File: src/sv/assert_macros.svh
// Assertion macros shared by the detection box decoder modules.
`ifndef ASSERT_MACROS_SVH
`define ASSERT_MACROS_SVH

// Checked only outside reset; expects clk and rst_n in scope.
`define DBD_ASSERT(lbl, prop, msg) \
  lbl: assert property (@(posedge clk) disable iff (!rst_n) prop) else $error(msg);

// Checked on every edge, reset included.
`define DBD_ASSERT_ALWAYS(lbl, prop, msg) \
  lbl: assert property (@(posedge clk) prop) else $error(msg);

`endif

File: src/sv/dbd_pkg.sv
// Shared types and constants of the detection box decoder.
package dbd_pkg;

  localparam int MAX_CLASSES_DEF = 128;
  localparam int MAX_ANCHORS_DEF = 65536;

  localparam int VALUE_W  = 16;
  localparam int COORD_W  = 18;
  localparam int CLASS_W  = 8;
  localparam int ANCHOR_W = 16;
  localparam int CFG_IDX_W  = 2;
  localparam int CFG_DATA_W = 16;

  // Row layout: four box values, then objectness when enabled.
  localparam int BOX_VALUES = 4;
  localparam int HEAD_OBJ   = 5;

  localparam logic        MODE_RST      = 1'b0;
  localparam logic [15:0] THRESHOLD_RST = 16'd16384;
  localparam logic [7:0]  CLASS_CNT_RST = 8'd80;
  localparam logic signed [CLASS_W-1:0] NO_CLASS = -8'sd1;

  typedef enum logic [CFG_IDX_W-1:0] {
    CFG_OBJ_MODE    = 2'd0,
    CFG_THRESHOLD   = 2'd1,
    CFG_CLASS_COUNT = 2'd2
  } cfg_idx_t;

  typedef struct packed {
    logic        objectness_mode;
    logic [15:0] score_threshold;
    logic [7:0]  class_count;
  } dbd_cfg_t;

  // Finished anchor row handed from the row accumulator to the emit stage.
  typedef struct packed {
    logic [VALUE_W-1:0]        cx;
    logic [VALUE_W-1:0]        cy;
    logic [VALUE_W-1:0]        w;
    logic [VALUE_W-1:0]        h;
    logic [VALUE_W-1:0]        obj;
    logic [VALUE_W-1:0]        best_score;
    logic signed [CLASS_W-1:0] best_class;
    logic [ANCHOR_W-1:0]       anchor;
  } dbd_rec_t;

endpackage

File: src/sv/dbd_ifs.sv
// Valid/ready channel interfaces for the input values and the decoded boxes.
interface dbd_in_if import dbd_pkg::*; ();
  logic               valid;
  logic               ready;
  logic [VALUE_W-1:0] value;

  modport source (output valid, output value, input ready);
  modport sink (input valid, input value, output ready);
endinterface

interface dbd_out_if import dbd_pkg::*; ();
  logic                      valid;
  logic                      ready;
  logic signed [COORD_W-1:0] left;
  logic signed [COORD_W-1:0] top;
  logic signed [COORD_W-1:0] right;
  logic signed [COORD_W-1:0] bottom;
  logic [VALUE_W-1:0]        confidence;
  logic signed [CLASS_W-1:0] class_idx;
  logic [ANCHOR_W-1:0]       anchor_number;

  modport source (output valid, output left, output top, output right, output bottom,
                  output confidence, output class_idx, output anchor_number, input ready);
  modport sink (input valid, input left, input top, input right, input bottom,
                input confidence, input class_idx, input anchor_number, output ready);
endinterface

File: src/sv/detection_box_decode.sv
// Top level of the detection box decoder: config registers, row accumulator, emit stage.
//
//  channel  | dir | handshake          | payload
//  ---------+-----+--------------------+------------------------------------------------
//  in_ch    | in  | valid/ready        | value[15:0]
//  out_ch   | out | valid/ready        | left, top, right, bottom, confidence, class_idx,
//           |     |                    | anchor_number
//  cfg      | in  | cfg_we, no ready   | cfg_index[1:0], cfg_data[15:0]
//
// One value is taken per cycle while input is not held; a result passes through the row
// close register, then the emit register with its multiplier, after the last value of its row.
// Reset is synchronous and clears the config registers, row position, best score and class,
// anchor count and valid flags; stored box fields and objectness are not cleared.
// A stalled result holds the emit register; the row close register still absorbs one
// finished row, and input is held only when both are occupied.
`include "assert_macros.svh"
module detection_box_decode import dbd_pkg::*; #(
  parameter int MAX_CLASSES = MAX_CLASSES_DEF,
  parameter int MAX_ANCHORS = MAX_ANCHORS_DEF
) (
  input  logic                  clk,
  input  logic                  rst_n,
  dbd_in_if.sink                in_ch,
  dbd_out_if.source             out_ch,
  input  logic                  cfg_we,
  input  logic [CFG_IDX_W-1:0]  cfg_index,
  input  logic [CFG_DATA_W-1:0] cfg_data
);

  dbd_cfg_t cfg_r, cfg_nxt;
  logic     take;
  logic     rec_valid;
  dbd_rec_t rec;

  always_comb begin
    cfg_nxt = cfg_r;
    if (cfg_we) begin
      case (cfg_idx_t'(cfg_index))
        CFG_OBJ_MODE:    cfg_nxt.objectness_mode = cfg_data[0];
        CFG_THRESHOLD:   cfg_nxt.score_threshold = cfg_data;
        CFG_CLASS_COUNT: cfg_nxt.class_count     = cfg_data[7:0];
        default:         cfg_nxt = cfg_r;
      endcase
    end
  end

  always_ff @(posedge clk) begin
    if (!rst_n) begin
      cfg_r.objectness_mode <= MODE_RST;
      cfg_r.score_threshold <= THRESHOLD_RST;
      cfg_r.class_count     <= CLASS_CNT_RST;
    end else begin
      cfg_r <= cfg_nxt;
    end
  end

  dbd_row #(
    .MAX_CLASSES (MAX_CLASSES),
    .MAX_ANCHORS (MAX_ANCHORS)
  ) u_row (
    .clk       (clk),
    .rst_n     (rst_n),
    .in_ch     (in_ch),
    .cfg       (cfg_r),
    .take      (take),
    .rec_valid (rec_valid),
    .rec       (rec)
  );

  dbd_emit u_emit (
    .clk       (clk),
    .rst_n     (rst_n),
    .cfg       (cfg_r),
    .rec_valid (rec_valid),
    .rec       (rec),
    .take      (take),
    .out_ch    (out_ch)
  );

  `DBD_ASSERT_ALWAYS(a_cfg_reset, !rst_n |=> (cfg_r.score_threshold == THRESHOLD_RST)
                     && (cfg_r.class_count == CLASS_CNT_RST), "config not at reset values")

endmodule

File: src/sv/dbd_row.sv
// Row accumulator: stores box fields, keeps the running best class and closes rows.
`include "assert_macros.svh"
module dbd_row import dbd_pkg::*; #(
  parameter int MAX_CLASSES = MAX_CLASSES_DEF,
  parameter int MAX_ANCHORS = MAX_ANCHORS_DEF
) (
  input  logic        clk,
  input  logic        rst_n,
  dbd_in_if.sink      in_ch,
  input  dbd_cfg_t    cfg,
  input  logic        take,
  output logic        rec_valid,
  output dbd_rec_t    rec
);

  localparam int EFF_MAX = (MAX_CLASSES < 255) ? MAX_CLASSES : 255;
  localparam int POS_W   = $clog2(EFF_MAX + HEAD_OBJ);
  localparam int ANC_W   = $clog2(MAX_ANCHORS);
  localparam logic [7:0]       EFF_MAX8 = 8'(EFF_MAX);
  localparam logic [ANC_W-1:0] ANC_LAST = ANC_W'(MAX_ANCHORS - 1);

  logic [POS_W-1:0]          pos_r, pos_nxt;
  logic [VALUE_W-1:0]        box_r [BOX_VALUES];
  logic [VALUE_W-1:0]        obj_r;
  logic [VALUE_W-1:0]        best_r, best_nxt, cand_best;
  logic signed [CLASS_W-1:0] cls_r, cls_nxt, cand_cls;
  logic [ANC_W-1:0]          anc_r, anc_nxt;
  logic                      rec_v_r, rec_v_nxt;
  dbd_rec_t                  rec_r;

  logic             accept;
  logic             end_row;
  logic [7:0]       eff;
  logic [POS_W-1:0] head;
  logic [POS_W-1:0] last;
  logic [POS_W-1:0] cls_idx;

  assign in_ch.ready = !rec_v_r || take;
  assign accept      = in_ch.valid && in_ch.ready;

  always_comb begin
    if (cfg.class_count == 8'd0) begin
      eff = 8'd1;
    end else if (cfg.class_count > EFF_MAX8) begin
      eff = EFF_MAX8;
    end else begin
      eff = cfg.class_count;
    end
    head    = cfg.objectness_mode ? POS_W'(HEAD_OBJ) : POS_W'(BOX_VALUES);
    last    = head + POS_W'(eff) - POS_W'(1);
    cls_idx = pos_r - head;
  end

  always_comb begin
    pos_nxt   = pos_r;
    best_nxt  = best_r;
    cls_nxt   = cls_r;
    anc_nxt   = anc_r;
    cand_best = best_r;
    cand_cls  = cls_r;
    end_row   = 1'b0;
    if (accept && (pos_r >= head) && !(pos_r < POS_W'(BOX_VALUES))
        && (in_ch.value > best_r)) begin
      cand_best = in_ch.value;
      cand_cls  = CLASS_W'(cls_idx);
    end
    if (accept) begin
      if (pos_r < last) begin
        pos_nxt  = pos_r + POS_W'(1);
        best_nxt = cand_best;
        cls_nxt  = cand_cls;
      end else begin
        end_row  = 1'b1;
        pos_nxt  = '0;
        best_nxt = '0;
        cls_nxt  = NO_CLASS;
        anc_nxt  = (anc_r == ANC_LAST) ? '0 : anc_r + ANC_W'(1);
      end
    end
    if (end_row) begin
      rec_v_nxt = 1'b1;
    end else if (take) begin
      rec_v_nxt = 1'b0;
    end else begin
      rec_v_nxt = rec_v_r;
    end
  end

  always_ff @(posedge clk) begin
    if (!rst_n) begin
      pos_r   <= '0;
      best_r  <= '0;
      cls_r   <= NO_CLASS;
      anc_r   <= '0;
      rec_v_r <= 1'b0;
    end else begin
      pos_r   <= pos_nxt;
      best_r  <= best_nxt;
      cls_r   <= cls_nxt;
      anc_r   <= anc_nxt;
      rec_v_r <= rec_v_nxt;
    end
  end

  // Payload storage; the objectness slot only exists in objectness mode.
  always_ff @(posedge clk) begin
    if (accept && (pos_r < POS_W'(BOX_VALUES))) begin
      box_r[pos_r[1:0]] <= in_ch.value;
    end
    if (accept && (pos_r == POS_W'(BOX_VALUES)) && cfg.objectness_mode) begin
      obj_r <= in_ch.value;
    end
    if (end_row) begin
      rec_r.cx         <= box_r[0];
      rec_r.cy         <= box_r[1];
      rec_r.w          <= box_r[2];
      rec_r.h          <= box_r[3];
      rec_r.obj        <= obj_r;
      rec_r.best_score <= cand_best;
      rec_r.best_class <= cand_cls;
      rec_r.anchor     <= ANCHOR_W'(anc_r);
    end
  end

  assign rec_valid = rec_v_r;
  assign rec       = rec_r;

  `DBD_ASSERT(a_row_end_rec, end_row |=> rec_v_r, "closed row did not produce a record")
  `DBD_ASSERT(a_row_end_clear, end_row |=> (pos_r == '0) && (cls_r == NO_CLASS) && (best_r == '0),
              "row state not cleared after row end")
  `DBD_ASSERT(a_rec_hold, rec_v_r && !take |=> rec_v_r && (rec_r === $past(rec_r)),
              "pending record lost or changed while stalled")

endmodule

File: src/sv/dbd_emit.sv
// Emit stage: corner box, confidence product, threshold test and result register.
`include "assert_macros.svh"
module dbd_emit import dbd_pkg::*; (
  input  logic      clk,
  input  logic      rst_n,
  input  dbd_cfg_t  cfg,
  input  logic      rec_valid,
  input  dbd_rec_t  rec,
  output logic      take,
  dbd_out_if.source out_ch
);

  logic                      out_v_r, out_v_nxt;
  logic signed [COORD_W-1:0] left_r, top_r, right_r, bottom_r;
  logic [VALUE_W-1:0]        conf_r;
  logic signed [CLASS_W-1:0] cls_r;
  logic [ANCHOR_W-1:0]       anc_r;

  logic [2*VALUE_W-1:0]      prod;
  logic [VALUE_W-1:0]        conf;
  logic                      keep;
  logic [COORD_W-1:0]        cx, cy, hw, hh;

  assign take = !out_v_r || out_ch.ready;

  always_comb begin
    prod = rec.obj * rec.best_score;
    if (cfg.objectness_mode) begin
      if (rec.obj < cfg.score_threshold) begin
        conf = '0;
        keep = 1'b0;
      end else begin
        conf = prod[2*VALUE_W-1:VALUE_W];
        keep = conf >= cfg.score_threshold;
      end
    end else begin
      conf = rec.best_score;
      keep = conf >= cfg.score_threshold;
    end
    // Half extents drop the lowest bit of width and height.
    cx = COORD_W'(rec.cx);
    cy = COORD_W'(rec.cy);
    hw = COORD_W'(rec.w[VALUE_W-1:1]);
    hh = COORD_W'(rec.h[VALUE_W-1:1]);
    out_v_nxt = take ? (rec_valid && keep) : out_v_r;
  end

  always_ff @(posedge clk) begin
    if (!rst_n) begin
      out_v_r <= 1'b0;
    end else begin
      out_v_r <= out_v_nxt;
    end
  end

  always_ff @(posedge clk) begin
    if (take && rec_valid) begin
      left_r   <= signed'(cx - hw);
      top_r    <= signed'(cy - hh);
      right_r  <= signed'(cx + hw);
      bottom_r <= signed'(cy + hh);
      conf_r   <= conf;
      cls_r    <= rec.best_class;
      anc_r    <= rec.anchor;
    end
  end

  assign out_ch.valid         = out_v_r;
  assign out_ch.left          = left_r;
  assign out_ch.top           = top_r;
  assign out_ch.right         = right_r;
  assign out_ch.bottom        = bottom_r;
  assign out_ch.confidence    = conf_r;
  assign out_ch.class_idx     = cls_r;
  assign out_ch.anchor_number = anc_r;

  `DBD_ASSERT(a_drop_rejected, rec_valid && take && !keep |=> !out_v_r,
              "row below threshold produced a result")
  `DBD_ASSERT(a_conf_above_thr, out_v_r |-> conf_r >= cfg.score_threshold,
              "emitted confidence below threshold")
  `DBD_ASSERT_ALWAYS(a_reset_empty, !rst_n |=> !out_v_r, "result valid after reset")

endmodule

File: src/flat_wrapper.sv
// flat-port wrapper written by rule: the top's interface ports become plain ports
module detection_box_decode_flat import dbd_pkg::*;
#(
  parameter int MAX_CLASSES = MAX_CLASSES_DEF,
  parameter int MAX_ANCHORS = MAX_ANCHORS_DEF
)
  (clk, rst_n, cfg_we, cfg_index, cfg_data, in_ch_valid, in_ch_value, in_ch_ready, out_ch_valid, out_ch_left, out_ch_top, out_ch_right, out_ch_bottom, out_ch_confidence, out_ch_class_idx, out_ch_anchor_number, out_ch_ready);
  dbd_in_if in_ch_i ();
  dbd_out_if out_ch_i ();
  input  logic clk;
  input  logic rst_n;
  input  logic cfg_we;
  input  logic [CFG_IDX_W-1:0] cfg_index;
  input  logic [CFG_DATA_W-1:0] cfg_data;
  input wire logic [$bits(in_ch_i.valid)-1:0] in_ch_valid;
  input wire logic [$bits(in_ch_i.value)-1:0] in_ch_value;
  output wire logic [$bits(in_ch_i.ready)-1:0] in_ch_ready;
  output wire logic [$bits(out_ch_i.valid)-1:0] out_ch_valid;
  output wire logic [$bits(out_ch_i.left)-1:0] out_ch_left;
  output wire logic [$bits(out_ch_i.top)-1:0] out_ch_top;
  output wire logic [$bits(out_ch_i.right)-1:0] out_ch_right;
  output wire logic [$bits(out_ch_i.bottom)-1:0] out_ch_bottom;
  output wire logic [$bits(out_ch_i.confidence)-1:0] out_ch_confidence;
  output wire logic [$bits(out_ch_i.class_idx)-1:0] out_ch_class_idx;
  output wire logic [$bits(out_ch_i.anchor_number)-1:0] out_ch_anchor_number;
  input wire logic [$bits(out_ch_i.ready)-1:0] out_ch_ready;
  assign in_ch_i.valid = in_ch_valid;
  assign in_ch_i.value = in_ch_value;
  assign in_ch_ready = in_ch_i.ready;
  assign out_ch_valid = out_ch_i.valid;
  assign out_ch_left = out_ch_i.left;
  assign out_ch_top = out_ch_i.top;
  assign out_ch_right = out_ch_i.right;
  assign out_ch_bottom = out_ch_i.bottom;
  assign out_ch_confidence = out_ch_i.confidence;
  assign out_ch_class_idx = out_ch_i.class_idx;
  assign out_ch_anchor_number = out_ch_i.anchor_number;
  assign out_ch_i.ready = out_ch_ready;
  detection_box_decode #(.MAX_CLASSES(MAX_CLASSES), .MAX_ANCHORS(MAX_ANCHORS)) u_core (.clk(clk), .rst_n(rst_n), .in_ch(in_ch_i), .out_ch(out_ch_i), .cfg_we(cfg_we), .cfg_index(cfg_index), .cfg_data(cfg_data));
endmodule
File: config.mk
export PLATFORM = sky130hd
export DESIGN_NAME = detection_box_decode_flat
export DESIGN_NICKNAME = d
export VERILOG_FILES = /design/src/sv/dbd_pkg.sv /design/src/sv/dbd_ifs.sv /design/src/sv/detection_box_decode.sv /design/src/sv/dbd_row.sv /design/src/sv/dbd_emit.sv /design/src/flat_wrapper.sv
export VERILOG_INCLUDE_DIRS = /design/src /design/src/sv
export SDC_FILE = /design/constraint.sdc
export NUM_CORES = 1
export LEC_CHECK = 0
export BUFFER_PORTS_ARGS = -buffer_cell sky130_fd_sc_hd__clkbuf_2
export CORE_MARGIN = 3
export CORE_UTILIZATION = 49
export CTS_BUF_LIST = sky130_fd_sc_hd__clkbuf_4
export DETAILED_ROUTE_END_ITERATION = 10
export GPL_TIMING_DRIVEN = 0
export PLACE_DENSITY = 0.66
export SLEW_MARGIN = 20
export SYNTH_ARGS = -nofsm -noshare
export SYNTH_HDL_FRONTEND = slang
export SYNTH_SLANG_ARGS = --single-unit
File: constraint.sdc
create_clock -name clk -period 11.6 [get_ports clk]
set_clock_uncertainty 0.15 [all_clocks]
set_input_delay 2.32 -clock clk [delete_from_list [all_inputs] [get_ports clk]]
set_output_delay 2.32 -clock clk [all_outputs]
set_load 0.03 [all_outputs]
==> results by group <==
Global route
  – Global-route wire length before repair: 94,600 um
  – Vias in the first global route: 17,928
  – GR Overflow Total: 0
  – Overall global routing resource usage: 22.4%
  – Largest net degree at the start of global routing: 76
  – Initial antenna violation count: 4

Detailed routing
  – Post-route ant nets: 0
  – DRC: 0
  – Routed vias: 17,627
  – Pre-antenna DRT Iters: 6
  – Drt total wl: 59,200 um
  – Vias per cell: 5.37
  – Initial DRC Count: 1,109
  – Avg WL per Cell: 18.0 um

Critical path
  – CP max stage cell: clkbuf_1
  – Crit-path most repeated cell: fa_1
  – Critical Setup Path Class: flop to flop
  – Startpoint Class: flop
  – WP data required: 12.11 ns
  – CP arrival: 9.94 ns
  – CP max FO: 10
  – Critical path endpoint category: flop
  – Slowest Stage Delay on Critical Path: 0.59 ns

Final layout
  – Final cell count without fillers: 3,284
  – Post-route cell area: 0.0284 mm^2
  – Layout area overhead: 12.1%
  – Proportion of layout cells with a drive suffix above 1: 13.7%
  – Nets: 3,005
  – # fillers: 4,374

Die
  – Die span in y: 233 um
  – Starting Density: 50.0%
  – Row count: 82
  – Core region area: 0.0506 mm^2
  – Total die area: 0.0544 mm^2
  – DIE WIDTH: 233 um
  – Ports placed on the boundary: 153

Place
  – Final GP Congestion: 0.887
  – Port bufs: 150
  – Dpl cell area: 0.0270 mm^2
  – Post-DP HPWL: 43,700 um
  – Cells after DPL: 3,105

Pwr
  – Sequential power share: 51.4%
  – Combinational power share: 5.7%
  – Sw Pwr: 0.000643 W
  – Pwr Density: 101 mW/mm^2
  – Clock power frac: 42.9%
  – Maximum VDD drop: 0.0803 mV
  – Cell Int Power: 0.00221 W
  – Leak: 12.2 nW
  – Sw Ratio: 22.5%

Clock network
  – Clock transition at the registers of the reported paths: 0.07 ns
  – Post-CTS Hold Fix Bufs: 0
  – CTS Buffer Depth: 3
  – # Post-CTS Setup Buffers: 0
  – Clock Sinks: 377
  – CTS tree: yes
  – Num CTS Buffers: 94
  – CTS H-tree lvls: 3
  – Worst skew pair latency: 0.79 ns
  – Number of gates resized after cts: 0
  – Clock Tree Root: clkbuf_4

Timing
  – Slew Limit Fails: 0
  – Fin crit period: 9.43 ns
  – Worst rel slew slack: 37.9%
  – Setup_tns: 0 ns
  – # setup viols final: 0
  – RSZ-0062 raised after global routing: no
  – Hold Fails Final Rpt: 0
  – Final period utilization: 81.3%
  – WHS: 0.260 ns
  – Max Fclk: 0.106 GHz
  – Slew @ Worst Pin: 0.930 ns

Logic synthesis
  – Sequential share of the synthesized area: 41.8%
  – Synth warn: 0
  – FFs w/ async S/R, synth: 0%
  – Yosys reg bits: 377
  – Synth cell types: 74
  – Post-synth top flop: edfxtp_1
  – Post-synth EDFFs: 302
  – Post-Syn Area per Cell: 11.1 um^2
  – Synth Cell Area: 0.0253 mm^2
  – Post-Syn Instances: 2,278

Worst hold path
  – HP Class: flop to flop

Job
  – Max-cap viol count: 0

Status
  – Status: completed
through the flow:
step                worst slack, ns  utilization, %  power [W]
floorplan                      3.78               -    0.00160
global placement               2.04            53.2    0.00165
detailed placement             2.32            53.4    0.00166
global route                   1.68            56.1    0.00299
CTS                            2.27            56.1    0.00290
finish                         2.17            56.1    0.00285
flip-flops by register name (all words and copies together) (netlist names), 17 cells and up:
register / count
u_core.u_row.rec: 104
u_core.u_emit.out_ch.top: 17
u_core.u_emit.out_ch.left: 17
u_core.cfg_r: 25
u_core.u_row.box_r: 62
layout by cell type, fill, tap and decap left out, types with 54 or more instances in the layout:
cell type	synthesis	final
and2_1	127	127
fa_1	197	197
edfxtp_1	302	302
xnor2_1	56	56
inv_1	339	339
clkbuf_1	67	67
o21ai_0	54	54
a21oi_1	75	75
clkbuf_4	0	146
dfxtp_1	75	75
ha_1	240	240
nand2_1	233	233
nor2_1	97	96
clkbuf_2	0	150
synthesized netlist by cell type, types with 6 or more instances:
library cell	instances	area, um^2
inv_1	339	1270
edfxtp_1	302	9070
ha_1	240	3000
nand2_1	233	875
fa_1	197	3940
and2_1	127	795
nor2_1	97	364
a21oi_1	75	375
dfxtp_1	75	1500
clkbuf_1	67	251
xnor2_1	56	490
o21ai_0	54	270
xor2_1	36	315
nor3_1	30	150
a21o_1	28	210
nand3_1	26	130
a22o_1	25	219
nor2b_1	25	156
nand2b_1	21	131
nand4_1	17	106
and3_1	15	93.8
o21a_1	15	113
o21bai_1	12	90.1
a211oi_1	10	75.1
a31o_2	9	78.8
and4_1	8	70.1
buf_4	8	60.1
mux2i_1	8	80.1
o21ai_1	8	40.0
a31oi_1	7	43.8
o211ai_1	7	52.6
nor4_1	6	37.5
per-layer routing:
| metal | wire length (um) | track usage [%] | vias to the layer above |
|---|---|---|---|
| met3 | 3970 | 4.11 | 120 |
| met4 | 1810 | 7.97 | 0 |
| met1 | 25500 | 30.2 | 8650 |
| met2 | 27900 | 36.4 | 657 |
| li1 | - | - | 8200 |
| met5 | 0 | 0 | - |
logic make-up (layout without fill, tap and decap cells):
logic type,count (synthesis),after routing,synth area share [%]
compound gates,302,302,8.20
buf+inv,423,754,6.41
flops,377,377,41.8
fa+ha+maj,437,437,27.5
simple gates,631,631,12.3
other cells,1,4,0.0148
xor+xnor,92,92,3.19
mux,15,15,0.628
final timing paths:
kind | endpoint | depth (start not counted) | from | slack [ns]
setup / recovery | u_core.u_emit.out_ch.valid$_SDFFE_PN0P_ | 29 | u_core.u_row.rec[33]$_DFFE_PP_ | 2.17
hold / removal | u_core.u_row.rec[78]$_DFFE_PP_ | 0 | u_core.u_row.box_r[2][6]$_DFFE_PP_ | 0.26
setup reg to reg | u_core.u_emit.out_ch.valid$_SDFFE_PN0P_ | 29 | u_core.u_row.rec[33]$_DFFE_PP_ | 2.17
hold reg to reg | u_core.u_row.rec[78]$_DFFE_PP_ | 0 | u_core.u_row.box_r[2][6]$_DFFE_PP_ | 0.26
layout make-up:
type	count	area, um^2	area share [%]
Buffer	83	353	1.24
Antenna cell	2	5.00	0.0176
Inverter	340	1280	4.50
Clock buffer	146	1100	3.86
Multi-Input combinational cell	1479	13100	46.3
Tap cell	672	841	2.96
Clock inverter	31	267	0.940
Timing Repair Buffer	154	838	2.96
Sequential cell	377	10600	37.3
power by group through the flow:
stage          registers, W  logic (W)  clock network (W)
2_1_floorplan       0.00149   0.000109                  0
3_3_place_gp        0.00149   0.000156                  0
3_5_place_dp        0.00150   0.000162                  0
4_1_cts             0.00147   0.000164            0.00127
5_1_grt             0.00147   0.000185            0.00134
6_report            0.00147   0.000164            0.00122
worst max-delay path, delay by kind of cell (launching register included):
family	cells	cell delay, ns
AOI/OAI and AO/OA	14	3.33
and+or+nand+nor	1	0.15
buffers and inverters	5	1.20
DFF	1	0.39
xor gates and xnor gates	1	0.27
adders and majority gates	8	3.81
Note: power is estimated with default switching activity, not from simulation.
